==> src/sv/racf_pkg.sv <==
// package: shared types, constants and command/status structs
`timescale 1ns / 1ps
package racf_pkg;

   localparam int unsigned PART_W    = 31;
   localparam int unsigned TOL_W     = 32;
   localparam int unsigned VALUE_W   = 64;
   localparam int unsigned CSR_IDX_W = 1;
   localparam int unsigned CSR_W     = 32;
   localparam int unsigned STEP_MAX  = 128;
   localparam int unsigned STEP_W    = 8;
   localparam logic [63:0] TERM_LIMIT_DEF = 64'd2147483647;
   localparam logic [PART_W-1:0] MAX_PART_RESET = 31'h7fffffff;

   typedef enum logic [CSR_IDX_W-1:0] {
      CSR_MAX_PART  = 1'b0,
      CSR_TOLERANCE = 1'b1
   } csr_idx_type;

   typedef enum logic [3:0] {
      ST_IDLE,
      ST_DIV,
      ST_DIV_WAIT,
      ST_UPDATE,
      ST_ERR,
      ST_PD_WAIT,
      ST_CMP_A,
      ST_XA_WAIT,
      ST_CMP_B,
      ST_XB_WAIT,
      ST_DECIDE,
      ST_DONE
   } state_type;

   typedef struct packed {
      logic [VALUE_W-1:0] value_in;
   } req_word_type;

   typedef struct packed {
      logic [31:0]       numerator;
      logic [PART_W-1:0] denominator;
      logic              term_overflow;
   } rsp_word_type;

   typedef struct packed {
      logic load;      // latch input word, reset expansion
      logic div_start; // begin serial division num / den
      logic div_step;  // one quotient bit
      logic update;    // form next convergent
      logic err;       // start multiply p * d
      logic mul_step;  // one 32-bit chunk of the running multiply
      logic cmp_a;     // take error, start e * d1
      logic cmp_b;     // take e * d1, start e_prev * d
      logic accept;    // keep new convergent, advance remainder
      logic rollback;  // restore previous convergent
      logic ovf;       // term overflow result
      logic finish;    // load output register
   } cmd_type;

   typedef struct packed {
      logic div_done;
      logic mul_done;
      logic term_big;
      logic bound_fail;
      logic first;
      logic no_gain;
      logic rem_zero;
      logic tol_met;
      logic guard_out;
   } status_type;

endpackage

==> src/sv/racf_ctrl.sv <==
// controller state machine for the expansion sequence
`timescale 1ns / 1ps
module racf_ctrl (
   input  logic                    clock,
   input  logic                    reset,
   input  logic                    in_valid,
   output logic                    in_ready,
   input  logic                    out_free,
   input  racf_pkg::status_type    stat,
   output racf_pkg::cmd_type       cmd
);
   racf_pkg::state_type state_ff, state_in;

   always_ff @(posedge clock) begin
      if (reset) begin
         state_ff <= racf_pkg::ST_IDLE;
      end else begin
         state_ff <= state_in;
      end
   end

   always_comb begin
      state_in = state_ff;
      unique case (state_ff)
         racf_pkg::ST_IDLE:     if (in_valid) state_in = racf_pkg::ST_DIV;
         racf_pkg::ST_DIV:      state_in = racf_pkg::ST_DIV_WAIT;
         racf_pkg::ST_DIV_WAIT: if (stat.div_done) state_in = racf_pkg::ST_UPDATE;
         racf_pkg::ST_UPDATE: begin
            if (stat.term_big) state_in = racf_pkg::ST_DONE;
            else state_in = racf_pkg::ST_ERR;
         end
         racf_pkg::ST_ERR: begin
            if (stat.bound_fail) state_in = racf_pkg::ST_DONE;
            else state_in = racf_pkg::ST_PD_WAIT;
         end
         racf_pkg::ST_PD_WAIT:  if (stat.mul_done) state_in = racf_pkg::ST_CMP_A;
         racf_pkg::ST_CMP_A:    state_in = racf_pkg::ST_XA_WAIT;
         racf_pkg::ST_XA_WAIT:  if (stat.mul_done) state_in = racf_pkg::ST_CMP_B;
         racf_pkg::ST_CMP_B:    state_in = racf_pkg::ST_XB_WAIT;
         racf_pkg::ST_XB_WAIT:  if (stat.mul_done) state_in = racf_pkg::ST_DECIDE;
         racf_pkg::ST_DECIDE: begin
            if ((!stat.first && stat.no_gain) || stat.rem_zero || stat.tol_met
                || stat.guard_out) begin
               state_in = racf_pkg::ST_DONE;
            end else begin
               state_in = racf_pkg::ST_DIV;
            end
         end
         racf_pkg::ST_DONE:     if (out_free) state_in = racf_pkg::ST_IDLE;
         default:               state_in = racf_pkg::ST_IDLE;
      endcase
   end

   always_comb begin
      cmd      = '0;
      in_ready = 1'b0;
      unique case (state_ff) inside
         racf_pkg::ST_IDLE: begin
            in_ready = 1'b1;
            cmd.load = in_valid;
         end
         racf_pkg::ST_DIV:      cmd.div_start = 1'b1;
         racf_pkg::ST_DIV_WAIT: cmd.div_step = 1'b1;
         racf_pkg::ST_UPDATE: begin
            cmd.update = !stat.term_big;
            cmd.ovf    = stat.term_big;
         end
         racf_pkg::ST_ERR: begin
            cmd.err      = !stat.bound_fail;
            cmd.rollback = stat.bound_fail;
         end
         racf_pkg::ST_PD_WAIT, racf_pkg::ST_XA_WAIT, racf_pkg::ST_XB_WAIT:
            cmd.mul_step = 1'b1;
         racf_pkg::ST_CMP_A:    cmd.cmp_a = 1'b1;
         racf_pkg::ST_CMP_B:    cmd.cmp_b = 1'b1;
         racf_pkg::ST_DECIDE: begin
            if (!stat.first && stat.no_gain) cmd.rollback = 1'b1;
            else cmd.accept = 1'b1;
         end
         racf_pkg::ST_DONE:     cmd.finish = out_free;
         default: ;
      endcase
   end
endmodule

==> config.mk <==
export PLATFORM = sky130hd
export DESIGN_NAME = racf_ctrl
export DESIGN_NICKNAME = d
export VERILOG_FILES = /design/src/sv/racf_pkg.sv /design/src/sv/racf_ctrl.sv
export SDC_FILE = /design/constraint.sdc
export NUM_CORES = 1
export LEC_CHECK = 0
export BUFFER_PORTS_ARGS = -buffer_cell sky130_fd_sc_hd__buf_4
export CORE_AREA = 2 2 39 41
export CTS_BUF_LIST = sky130_fd_sc_hd__clkbuf_8
export CTS_CLUSTER_DIAMETER = 50
export CTS_CLUSTER_SIZE = 28
export DETAILED_ROUTE_END_ITERATION = 10
export DIE_AREA = 0 0 41 43
export GPL_TIMING_DRIVEN = 1
export PLACE_DENSITY_LB_ADDON = 0.3
export REMOVE_ABC_BUFFERS = 1
export SLEW_MARGIN = 10
export SYNTH_ARGS = -nofsm -noshare
export SYNTH_HDL_FRONTEND = slang
export SYNTH_SLANG_ARGS = --single-unit
==> constraint.sdc <==
create_clock -name clock -period 2.4 [get_ports clock]
set_input_delay 0.24 -clock clock [delete_from_list [all_inputs] [get_ports clock]]
set_output_delay 0.24 -clock clock [all_outputs]
set_load 0.1 [all_outputs]
# Word level (Yosys, flattened, before mapping)
# Cells that the tools add are included.
[op_classes]
n_reduce_logical = 10
n_eq_ne = 17
mux = 25
[op_table]
columns = ["cell", "count"]
rows = [
  ["$pmux W4 S12", 1],
  ["$mux W4", 9],
  ["$eq A4 B3 Y1 const B", 4],
  ["$eq A4 B4 Y1 const B", 4],
  ["$mux W1", 14],
  ["$ne A2 B2 Y1 const B", 6],
  ["$eq A4 B2 Y1 const B", 2],
  ["$reduce_and A6 Y1", 1],
  ["$eq A4 B1 Y1 const B", 1],
  ["$logic_not A4 Y1", 1],
  ["$logic_not A1 Y1", 3],
  ["$logic_or A1 B1 Y1", 3],
  ["$reduce_or A3 Y1", 1],
  ["$pmux W1 S2", 1],
  ["$logic_and A1 B1 Y1", 1],
]
[totals]
out_inout_bits = 13
input_bits = 13
regBits = 4
elab_cells = 53

# Logic depth before layout (Yosys ltp)
# Gate-level depths: netlist (run 1).
[depth]
depth_word = 7
mapped_depth = 6
depth_no_buf = 5

# Worst setup path after synthesis (run 1)
# OpenSTA, ideal clock, no wires.
[synth_timing]
path_kind = "reg-to-output"
start = "reg state_ff[3]"
end = "out cmd[11] (netlist name)"
path_slack_ns = -2.444
required_time_ns = 2.160
stages_incl_launch_ff = 5
n_path_buf = 2
arrival_ns = 4.604
path_cell_list = "dfxtp_1 buf_6 clkbuf_1 nor4_1 and2_1"
[synth_lines]
columns = ["element", "line_no", "text"]
rows = [
  ["start, declared", "racf_ctrl.sv:12", "racf_pkg::state_type state_ff, state_in;"],
  ["start signal, assigned", "racf_ctrl.sv:16", "state_ff <= racf_pkg::ST_IDLE;"],
  ["start signal, assigned", "racf_ctrl.sv:18", "state_ff <= state_in;"],
  ["end, declared", "racf_ctrl.sv:10", "output racf_pkg::cmd_type cmd"],
]

==> implementation parameters, run 1 <==
Parameter                              Value

Finish
  Filler Cells Inserted    134
  Utilization after layout    55.97%
  Area growth syn-to-layout    38.48%
  Number of antenna repair diodes    0
  Final net count    116
  Largest registers    state_ff: 4 flops
  Biggest register    state_ff
  Cell area after layout    774.5 sq um
  Flip-flop count of the largest register after layout    4
  Fraction of final layout cells sized beyond drive strength 1    36.63%

Timing
  Worst slew margin relative to its limit    54.37%
  Worst Clk Skew    1.459 ps
  Worst hold slack    234.6 ps
  Pin slew with the least headroom to its limit    683.5 ps
  Unrepaired setup endpoints after global routing    false
  Max Freq    493.9 MHz
  Final count of pins violating max slew    0
  Final hold violations    0
  Tmin final    2025 ps
  Setup-failing EPs final    0
  Least setup slack across all paths after layout    375.3 ps
  Setup_tns    0 ps
  Post-route fraction of the period consumed by the critical path    84.36%

Place
  Setup WS pre-CTS    455.5 ps
  # port buffers    25
  Dpl cell area    733.2 sq um
  Post-detailed-placement half-perimeter wirelength    1059 microns
  GP Congestion    0.7981

Synth
  Average instance area after synthesis    7.170 sq um
  Syn Std Cell Area    559.3 sq um
  Distinct cell type count of the synthesized netlist    31
  Number of enable-type register cells in the synthesized netlist    0
  Count of state elements after synthesis    4
  Top post-synthesis cells by area    sky130_fd_sc_hd__dfxtp_1, sky130_fd_sc_hd__nor2_1, sky130_fd_sc_hd__buf_6, sky130_fd_sc_hd__nor3_2, sky130_fd_sc_hd__nor2b_1
  Count leader, synth    sky130_fd_sc_hd__nor2_1
  Leading area contributor after synthesis    sky130_fd_sc_hd__dfxtp_1
  Synth top area share    14.32%
  Register area share after synthesis    14.32%
  Post-synthesis async set-or-reset flop share    0%
  Warning count from the yosys run    0
  Gate count after technology mapping    78
  Ys flop type    sky130_fd_sc_hd__dfxtp_1

Floorplanning
  Die area    1763 sq um
  Y dimension of the die    43 microns
  Row cnt    14
  Boundary pin count    26
  Core ar.    1384 sq um
  Horizontal die dimension    41 microns
  Initial Util    40.42%

Power
  Power density cells    852.8 nW/um^2
  Total leakage power    0.3493 nW
  Peak ir drop on the vdd network    564.2 uV

Critical path
  Critical path type    reg -> out
  Cell at the slowest stage of the critical path    sky130_fd_sc_hd__dfxtp_1
  Cell breakdown of the critical path    nand2_1 -> nor2_1 -> a32oi_1 -> nor2_1 -> buf_4
  CP max FO    20
  Arr. time, crit path    1780 ps
  Crit path top cell by count    sky130_fd_sc_hd__nor2_1
  Data required time of the critical path    2160 ps
  Nature of the critical path startpoint    flip-flop
  Largest stage delay on the critical path    750 ps
  Capturing element type of the critical path    output port

Route
  DR vias/cell    5.726
  Residual antenna-violating net count after detailed routing    0
  Via count of the routed design    670
  DR WL/cell    12.09 microns
  Total routed wirelength    1415 microns
  First drt pass iteration count    4
  Residual DRC count    0
  Number of design-rule violations left by the first detailed-router iteration    11

Clock tree
  Number of levels the H-tree was split into    1
  Num Clock Sinks    4
  Root Buffer Master    sky130_fd_sc_hd__clkbuf_8
  Number of hold buffers added after cts    0
  Clock Pin Slew Worst Setup and Hold Paths    30 ps
  Worst-case clock buffer depth    2
  TritonCTS Buffers    3
  Clock tree from TritonCTS    yes
  Clock insertion delay at the later pin of the skew report    220 ps
  Resized cells post-CTS    0
  Post-CTS setup buffers    0

GRT
  Pin count of the biggest net entering global routing    21
  Wire length of the first global-routing pass    2166 microns
  Via count of the first global-routing pass    525
  Initial antenna violation count    0
  Overall overflow remaining after global route    0
  GRT Overall Usage    18.09%

Flow run
  Number of maximum-capacitance violations    0

Worst hold path
  Hold Crit Class    in -> reg

Status
  Result of the run    complete, no violations
-- cell families after synthesis --
family / count (synthesis) / synth area share, %
buffers and inverters: 11 / 11.41
DFF: 4 / 14.32
and+or+nand+nor: 44 / 45.42
AOI/OAI and AO/OA: 19 / 28.86
-- worst paths after layout --
path | endpoint | slack [ps] | cells after the start | startpoint
worst min-delay path | state_ff[0]$_SDFFE_PP0P_ | 230 | 2 | reset
worst max register to register | state_ff[3]$_SDFFE_PP0P_ | 430 | 5 | state_ff[3]$_SDFFE_PP0P_
worst max-delay path | cmd[2] | 380 | 5 | state_ff[3]$_SDFFE_PP0P_
worst min register to register | state_ff[0]$_SDFFE_PP0P_ | 700 | 2 | state_ff[0]$_SDFFE_PP0P_
-- layout make-up --
class	instances	area (sq um)	area share [%]
inverter	4	15.01	1.939
sequential	4	80.08	10.34
multi-input combinational	63	415.4	53.63
tap	16	20.02	2.585
timing repair buffer	27	202.7	26.17
clock buffer	3	41.29	5.331
-- cell usage in the layout, fill, tap and decap left out, types with 2 or more instances in the layout --
cell type                  instances
sky130_fd_sc_hd__nor2_1           12
sky130_fd_sc_hd__nor3_1            4
sky130_fd_sc_hd__nand2b_1          3
sky130_fd_sc_hd__nor4_1            4
sky130_fd_sc_hd__nand2_1           3
sky130_fd_sc_hd__clkbuf_8          3
sky130_fd_sc_hd__nand3_1           2
sky130_fd_sc_hd__nand3b_1          3
sky130_fd_sc_hd__a32o_1            2
sky130_fd_sc_hd__buf_4            27
sky130_fd_sc_hd__o21a_1            3
sky130_fd_sc_hd__a21o_1            3
sky130_fd_sc_hd__nor3_2            3
sky130_fd_sc_hd__dfxtp_1           4
sky130_fd_sc_hd__a211oi_1          2
sky130_fd_sc_hd__inv_1             4
sky130_fd_sc_hd__a21oi_1           2
sky130_fd_sc_hd__nor2b_1           4
-- worst max-delay path, delay by kind of cell, from the launching register on --
family,cells,cell delay [ps]
flops,1,750
compound gates,1,60
buf+inv,1,290
simple gates,3,460
-- routing by layer --
| layer | GRT usage (%) | wire [microns] | vias up |
|---|---|---|---|
| li1 | - | - | 329 |
| met1 | 22.58 | 570 | 316 |
| met2 | 27.50 | 720 | 21 |
| met3 | 2.094 | 82 | 4 |
| met4 | 12.00 | 41 | 0 |
| met5 | 0 | 0 | - |
-- report_power, final --
| group | leakage, nW | total [mW] | switching, mW | internal (mW) |
|---|---|---|---|---|
| clock network | 0.0216 | 0.143 | 0.0360 | 0.107 |
| registers | 0.0328 | 0.118 | 0.0398 | 0.0780 |
| logic | 0.295 | 0.400 | 0.285 | 0.114 |
| total | 0.349 | 0.660 | 0.361 | 0.299 |
-- metrics by stage --
step           total power [mW]  cells
3_3_place_gp             0.5157    114
2_1_floorplan            0.4233     71
5_1_grt                  0.6948    117
6_report                 0.6605    117
4_1_cts                  0.6642    117
3_5_place_dp             0.5193    114
No activity file was read; power rests on OpenSTA's default activity.
==> run 2: changes to the inputs <==
Settings changed: CORE_AREA 2 2 39 41 to unset, CORE_UTILIZATION set to 42, DIE_AREA 0 0 41 43 to unset.
Clock period 2.4 ns to 1.7 ns, I/O delays scaled along.
==> run 2 against run 1 <==
Power grew 54%. Via count grew 6.9%. Final area grew 15%. Highest routed layer unchanged. Register-to-register slack lost 400 ps. Clock skew grew 4.3 ps. Sequential power grew 19%. Core utilization grew 20 points. Cell count grew 5.1%. Clock power grew 43%.
==> implementation parameters, run 2 (same netlist as run 1, synthesis figures left out) <==
Parameter                              Value

Route
  DR WL/cell    14.23 microns (was 12.09 microns)
  Via count of the routed design    716 (was 670)
  Number of design-rule violations left by the first detailed-router iteration    13 (was 11)
  Residual DRC count    0 (unchanged)
  DR vias/cell    5.821 (was 5.726)
  Total routed wirelength    1750 microns (was 1415 microns)
  First drt pass iteration count    4 (unchanged)
  Residual antenna-violating net count after detailed routing    0 (unchanged)

Timing
  Worst hold slack    163.2 ps (was 234.6 ps)
  Final count of pins violating max slew    0 (unchanged)
  Post-route fraction of the period consumed by the critical path    98.33%
  Setup_tns    0 ps (unchanged)
  Pin slew with the least headroom to its limit    391.8 ps (was 683.5 ps)
  Least setup slack across all paths after layout    28.34 ps (was 375.3 ps)
  Final hold violations    0 (unchanged)
  Tmin final    1672 ps
  Worst slew margin relative to its limit    73.72% (was 54.37%)
  Unrepaired setup endpoints after global routing    true (was false)
  Worst Clk Skew    5.795 ps (was 1.459 ps)
  Max Freq    598.2 MHz
  Setup-failing EPs final    0 (unchanged)

Finish
  Filler Cells Inserted    94 (was 134)
  Area growth syn-to-layout    59.28% (was 38.48%)
  Most common library cell in the layout ignoring fill and taps    sky130_fd_sc_hd__buf_4 (unchanged)
  Number of antenna repair diodes    0 (unchanged)
  Biggest register    state_ff (unchanged)
  Flip-flop count of the largest register after layout    4 (unchanged)
  Fraction of final layout cells sized beyond drive strength 1    45.87% (was 36.63%)
  Number of cells in the finished layout apart from fillers    123 (was 117)
  Final net count    124 (was 116)
  Largest registers    state_ff: 4 flops (unchanged)
  Most frequent cells in the layout    sky130_fd_sc_hd__buf_4, sky130_fd_sc_hd__nor2_1, sky130_fd_sc_hd__buf_6 (was sky130_fd_sc_hd__buf_4, sky130_fd_sc_hd__nor2_1)

Clock tree
  TritonCTS Buffers    3 (unchanged)
  Clock tree from TritonCTS    yes (unchanged)
  Clock insertion delay at the later pin of the skew report    220 ps (about the same)
  Num Clock Sinks    4 (unchanged)
  Root Buffer Master    sky130_fd_sc_hd__clkbuf_8 (unchanged)
  Number of levels the H-tree was split into    1 (unchanged)
  Clock Pin Slew Worst Setup and Hold Paths    40 ps (was 30 ps)
  Worst-case clock buffer depth    2 (unchanged)
  Post-CTS setup buffers    0 (unchanged)

Place
  # port buffers    25 (unchanged)
  Post-detailed-placement half-perimeter wirelength    1342 microns (was 1059 microns)
  GP Congestion    0.8531 (was 0.7981)
  Setup WS pre-CTS    33.32 ps (was 455.5 ps)
  Placed cell count    120 (was 114)

Floorplanning
  Horizontal die dimension    38.49 microns (was 41 microns)
  Boundary pin count    26 (unchanged)
  Initial Util    47.76% (was 40.42%)
  Y dimension of the die    38.49 microns (was 43 microns)
  Core ar.    1171 sq um (was 1384 sq um)
  Die area    1481 sq um (was 1763 sq um)
  Row cnt    12 (was 14)

Power
  Power density cells    1138 nW/um^2 (was 852.8 nW/um^2)
  Peak ir drop on the vdd network    934.6 uV (was 564.2 uV)
  Power after layout    1.014 mW (was 0.6605 mW)
  Total leakage power    0.4026 nW (was 0.3493 nW)

GRT
  Initial antenna violation count    0 (unchanged)
  Overall overflow remaining after global route    0 (unchanged)
  Wire length of the first global-routing pass    2573 microns (was 2166 microns)
  Pin count of the biggest net entering global routing    17 (was 21)
  Via count of the first global-routing pass    604 (was 525)
  GRT Overall Usage    25.93% (was 18.09%)

Worst hold path
  Hold Crit Class    in -> reg (unchanged)

Critical path
  Capturing element type of the critical path    flip-flop (was output port)
  CP max FO    2 (was 20)
  Nature of the critical path startpoint    flip-flop (unchanged)
  Critical path type    reg -> reg (was reg -> out)
  Arr. time, crit path    1780 ps (about the same)
  R2R Setup Slk    30 ps (was 430 ps)
  Data required time of the critical path    1810 ps (was 2160 ps)

Status
  Result of the run    complete, no violations (unchanged)

Flow run
  Number of maximum-capacitance violations    0 (unchanged)
==> run 2: through the flow <==
| stage | util (%) | area [sq um] |
|---|---|---|
| floorplan | - | 510.5 |
| global placement | 67.52 | 790.8 |
| detailed placement | 67.52 | 790.8 |
| CTS | 72.33 | 847.1 |
| global route | 76.07 | 890.9 |
| finish | 76.07 | 890.9 |
==> run 2: final timing paths <==
check	start	end	cells after the start
max reg2reg	state_ff[3]$_SDFFE_PP0P_	state_ff[3]$_SDFFE_PP0P_	5
max	state_ff[3]$_SDFFE_PP0P_	state_ff[3]$_SDFFE_PP0P_	5
min	reset	state_ff[0]$_SDFFE_PP0P_	2
min reg2reg	state_ff[0]$_SDFFE_PP0P_	state_ff[2]$_SDFFE_PP0P_	2
==> run 2: layout make-up <==
type                    count  area, sq um  area share [%]
multi-input cells          63        431.7           48.46
repair buffers             35        301.5           33.85
flip-flops and latches      4        83.83           9.410
clock buffers               3        41.29           4.635
well taps                  14        17.52           1.966
inverters                   4        15.01           1.685
==> run 2: where the power goes <==
part	internal, mW	switching, mW	leakage, nW
sequential	0.113	0.0273	0.0333
clock	0.151	0.0536	0.0216
combinational	0.211	0.457	0.348
==> run 2: repair_timing <==
item / CTS / global route
gates resized for setup: 4 / 13
hold buffers: 0 / 0
setup endpoints to repair: 5 / 10
==> run 2: per-layer routing <==
layer	wire, microns	track usage, %	vias to the layer above
met5	0	0	-
met4	37	5.172	0
met3	132	8.721	4
met2	870	47.50	34
met1	710	28.42	327
li1	-	-	351
==> run 2: worst max-delay path, stage by stage (launching register included) <==
cell                        delay [ps]
sky130_fd_sc_hd__dfxtp_1           330
sky130_fd_sc_hd__or3_1             360
sky130_fd_sc_hd__a211oi_1          390
sky130_fd_sc_hd__or2_1             200
sky130_fd_sc_hd__a2111oi_2          70
sky130_fd_sc_hd__a32o_1            210
==> run 3: changes to the inputs <==
Settings changed: CORE_AREA set to 2 2 39 41, CORE_UTILIZATION 42 to unset, DIE_AREA set to 0 0 41 43.
Clock period 1.7 ns to 1.9 ns, I/O delays scaled along.
==> run 3 against run 2 <==
Sequential power shrank 7%. Critical endpoint is now cmd[2]. Combinational power shrank 19%. Sequential share of layout area up 0.68 points. Highest routed layer is now met3. Setup slack improved by 100 ps.
==> implementation parameters, run 3 (same netlist as run 1, synthesis figures left out) <==
Parameter                              Value

Place
  # port buffers    25 (unchanged)
  GP Congestion    0.8013 (was 0.8531)
  Setup WS pre-CTS    216.4 ps (was 33.32 ps)
  Post-detailed-placement half-perimeter wirelength    1106 microns (was 1342 microns)

GRT
  Wire length of the first global-routing pass    2235 microns (was 2573 microns)
  Initial antenna violation count    0 (unchanged)
  GRT Overall Usage    17.75% (was 25.93%)
  Pin count of the biggest net entering global routing    13 (was 17)
  Via count of the first global-routing pass    549 (was 604)
  Overall overflow remaining after global route    0 (unchanged)

Timing
  Worst slew margin relative to its limit    77.01% (was 73.72%)
  Worst Clk Skew    1.232 ps (was 5.795 ps)
  Final hold violations    0 (unchanged)
  Setup-failing EPs final    0 (unchanged)
  Pin slew with the least headroom to its limit    340.5 ps (was 391.8 ps)
  Max Freq    564.7 MHz
  Tmin final    1771 ps
  Unrepaired setup endpoints after global routing    false (was true)
  Final count of pins violating max slew    0 (unchanged)
  Post-route fraction of the period consumed by the critical path    93.20%
  Least setup slack across all paths after layout    129.1 ps (was 28.34 ps)

Floorplanning
  Die area    1763 sq um (was 1481 sq um)
  Core ar.    1384 sq um (was 1171 sq um)
  Boundary pin count    26 (unchanged)
  Y dimension of the die    43 microns (was 38.49 microns)
  Horizontal die dimension    41 microns (was 38.49 microns)
  Row cnt    14 (was 12)
  Initial Util    40.42% (was 47.76%)

Critical path
  Beginning of the worst register-to-register path    state_ff[3]$_SDFFE_PP0P_ (unchanged)
  Critical path type    reg -> out (was reg -> reg)
  Data required time of the critical path    1710 ps (was 1810 ps)
  Capturing element type of the critical path    output port (was flip-flop)
  Worst-case reg-to-reg path depth    5 (unchanged)
  CP max FO    9 (was 2)
  Endpoint of the most critical register-to-register path    state_ff[3]$_SDFFE_PP0P_ (unchanged)
  R2R Setup Slk    230 ps (was 30 ps)
  Arr. time, crit path    1580 ps (was 1780 ps)
  Nature of the critical path startpoint    flip-flop (unchanged)

Route
  Via count of the routed design    672 (was 716)
  Residual DRC count    0 (unchanged)
  Number of design-rule violations left by the first detailed-router iteration    8 (was 13)
  DR WL/cell    12.10 microns (was 14.23 microns)
  Total routed wirelength    1464 microns (was 1750 microns)
  Residual antenna-violating net count after detailed routing    0 (unchanged)
  DR vias/cell    5.554 (was 5.821)
  First drt pass iteration count    4 (unchanged)

Finish
  Utilization after layout    58.23% (was 76.07%)
  Area used by sequential logic in the layout    81.33 sq um (was 83.83 sq um)
  Filler Cells Inserted    136 (was 94)
  Most frequent cells in the layout    sky130_fd_sc_hd__buf_4, sky130_fd_sc_hd__nor2_1 (was sky130_fd_sc_hd__buf_4, sky130_fd_sc_hd__nor2_1, sky130_fd_sc_hd__buf_6)
  Flip-flop count of the largest register after layout    4 (unchanged)
  Number of antenna repair diodes    0 (unchanged)
  Area growth syn-to-layout    44.07% (was 59.28%)
  Final net count    120 (was 124)
  Area taken by multi-input logic gates    415.4 sq um (was 431.7 sq um)
  Largest registers    state_ff: 4 flops (unchanged)
  Fraction of final layout cells sized beyond drive strength 1    40.00% (was 45.87%)
  Biggest register    state_ff (unchanged)
  Most common library cell in the layout ignoring fill and taps    sky130_fd_sc_hd__buf_4 (unchanged)

Clock tree
  Clock Pin Slew Worst Setup and Hold Paths    30 ps (was 40 ps)
  Root Buffer Master    sky130_fd_sc_hd__clkbuf_8 (unchanged)
  Clock tree from TritonCTS    yes (unchanged)
  Number of hold buffers added after cts    0 (unchanged)
  Num Clock Sinks    4 (unchanged)
  Clock insertion delay at the later pin of the skew report    220 ps (about the same)
  Resized cells post-CTS    0 (was 4)
  Number of levels the H-tree was split into    1 (unchanged)
  Post-CTS setup buffers    0 (unchanged)
  TritonCTS Buffers    3 (unchanged)
  Worst-case clock buffer depth    2 (unchanged)

Power
  Portion of total power attributed to sequential cells    15.4% (was 13.9%)
  Power share of the combinational group    63.2% (was 65.9%)
  Power density cells    1055 nW/um^2 (was 1138 nW/um^2)
  Switching component of the power    0.4584 mW (was 0.5379 mW)
  Power Internal    0.3918 mW (was 0.4760 mW)
  Peak ir drop on the vdd network    734.9 uV (was 934.6 uV)
  Total leakage power    0.3710 nW (was 0.4026 nW)
  Switching fraction of total power    53.91% (was 53.05%)
  Relative contribution of the clock network to total power    21.3% (was 20.2%)

Flow run
  Number of maximum-capacitance violations    0 (unchanged)

Worst hold path
  Launch point of the worst hold path    reset (unchanged)
  Hold Crit Class    in -> reg (unchanged)
  Hold Path Stages    2 (unchanged)
  Worst min-delay path endpoint    state_ff[0]$_SDFFE_PP0P_ (unchanged)

Status
  Result of the run    complete, no violations (unchanged)
[run 3: per-layer routing]
metal,part of all wire [%],GRT usage [%],vias to the layer above
li1,-,-,338
met1,44,22.44,315
met2,50,29.69,19
met3,6.3,4.712,0
met4,0,2.000,0
met5,0,0,-
[run 3: layout make-up]
cell class | instances | area share [%]
Clock buffer | 3 | 5.124
Inverter | 4 | 1.863
Multi-Input combinational cell | 63 | 51.55
Sequential cell | 4 | 10.09
Tap cell | 16 | 2.484
Timing Repair Buffer | 31 | 28.88
[run 3: worst max-delay path, stage by stage (launching register included)]
cell and delay [ps]:
sky130_fd_sc_hd__dfxtp_1 470, sky130_fd_sc_hd__buf_4 220, sky130_fd_sc_hd__nand2_1 120, sky130_fd_sc_hd__nor2_1 110
sky130_fd_sc_hd__a32oi_1 60, sky130_fd_sc_hd__nor2_1 100, sky130_fd_sc_hd__buf_4 290
[run 3: metrics by stage]
stage | instances | power [mW] | hold WS, ps | setup TNS (ps) | area, sq um
floorplan | 71 | 0.5347 | 254.6 | -14260 | 510.5
detailed placement | 118 | 0.6674 | 403.7 | 0 | 763.2
global route | 121 | 0.8916 | 174.1 | 0 | 805.8
finish | 121 | 0.8502 | 176.1 | 0 | 805.8
global placement | 118 | 0.6644 | 402.5 | 0 | 763.2
CTS | 121 | 0.8520 | 182.0 | 0 | 804.5
[run 3: worst max path at each step]
stage                                   from                  endpoint  slack (ps)  cells after the start
finish              state_ff[1]$_SDFFE_PP0P_                    cmd[2]         130                      6
global route        state_ff[3]$_SDFFE_PP0P_                    cmd[2]          20                      6
CTS                 state_ff[0]$_SDFFE_PP0P_                    cmd[1]          90                      4
detailed placement  state_ff[0]$_SDFFE_PP0P_  state_ff[3]$_SDFFE_PP0P_         220                      5
global placement    state_ff[0]$_SDFFE_PP0P_  state_ff[3]$_SDFFE_PP0P_         210                      5
floorplan           state_ff[3]$_SDFFE_PP0P_                   cmd[11]       -2780                      2
[run 3: power groups by stage]
stage | combinational (mW) | sequential, mW | clock [mW]
6_report | 0.538 | 0.131 | 0.181
5_1_grt | 0.567 | 0.136 | 0.188
4_1_cts | 0.540 | 0.129 | 0.183
3_5_place_dp | 0.537 | 0.130 | 0
3_3_place_gp | 0.533 | 0.132 | 0
2_1_floorplan | 0.389 | 0.146 | 0
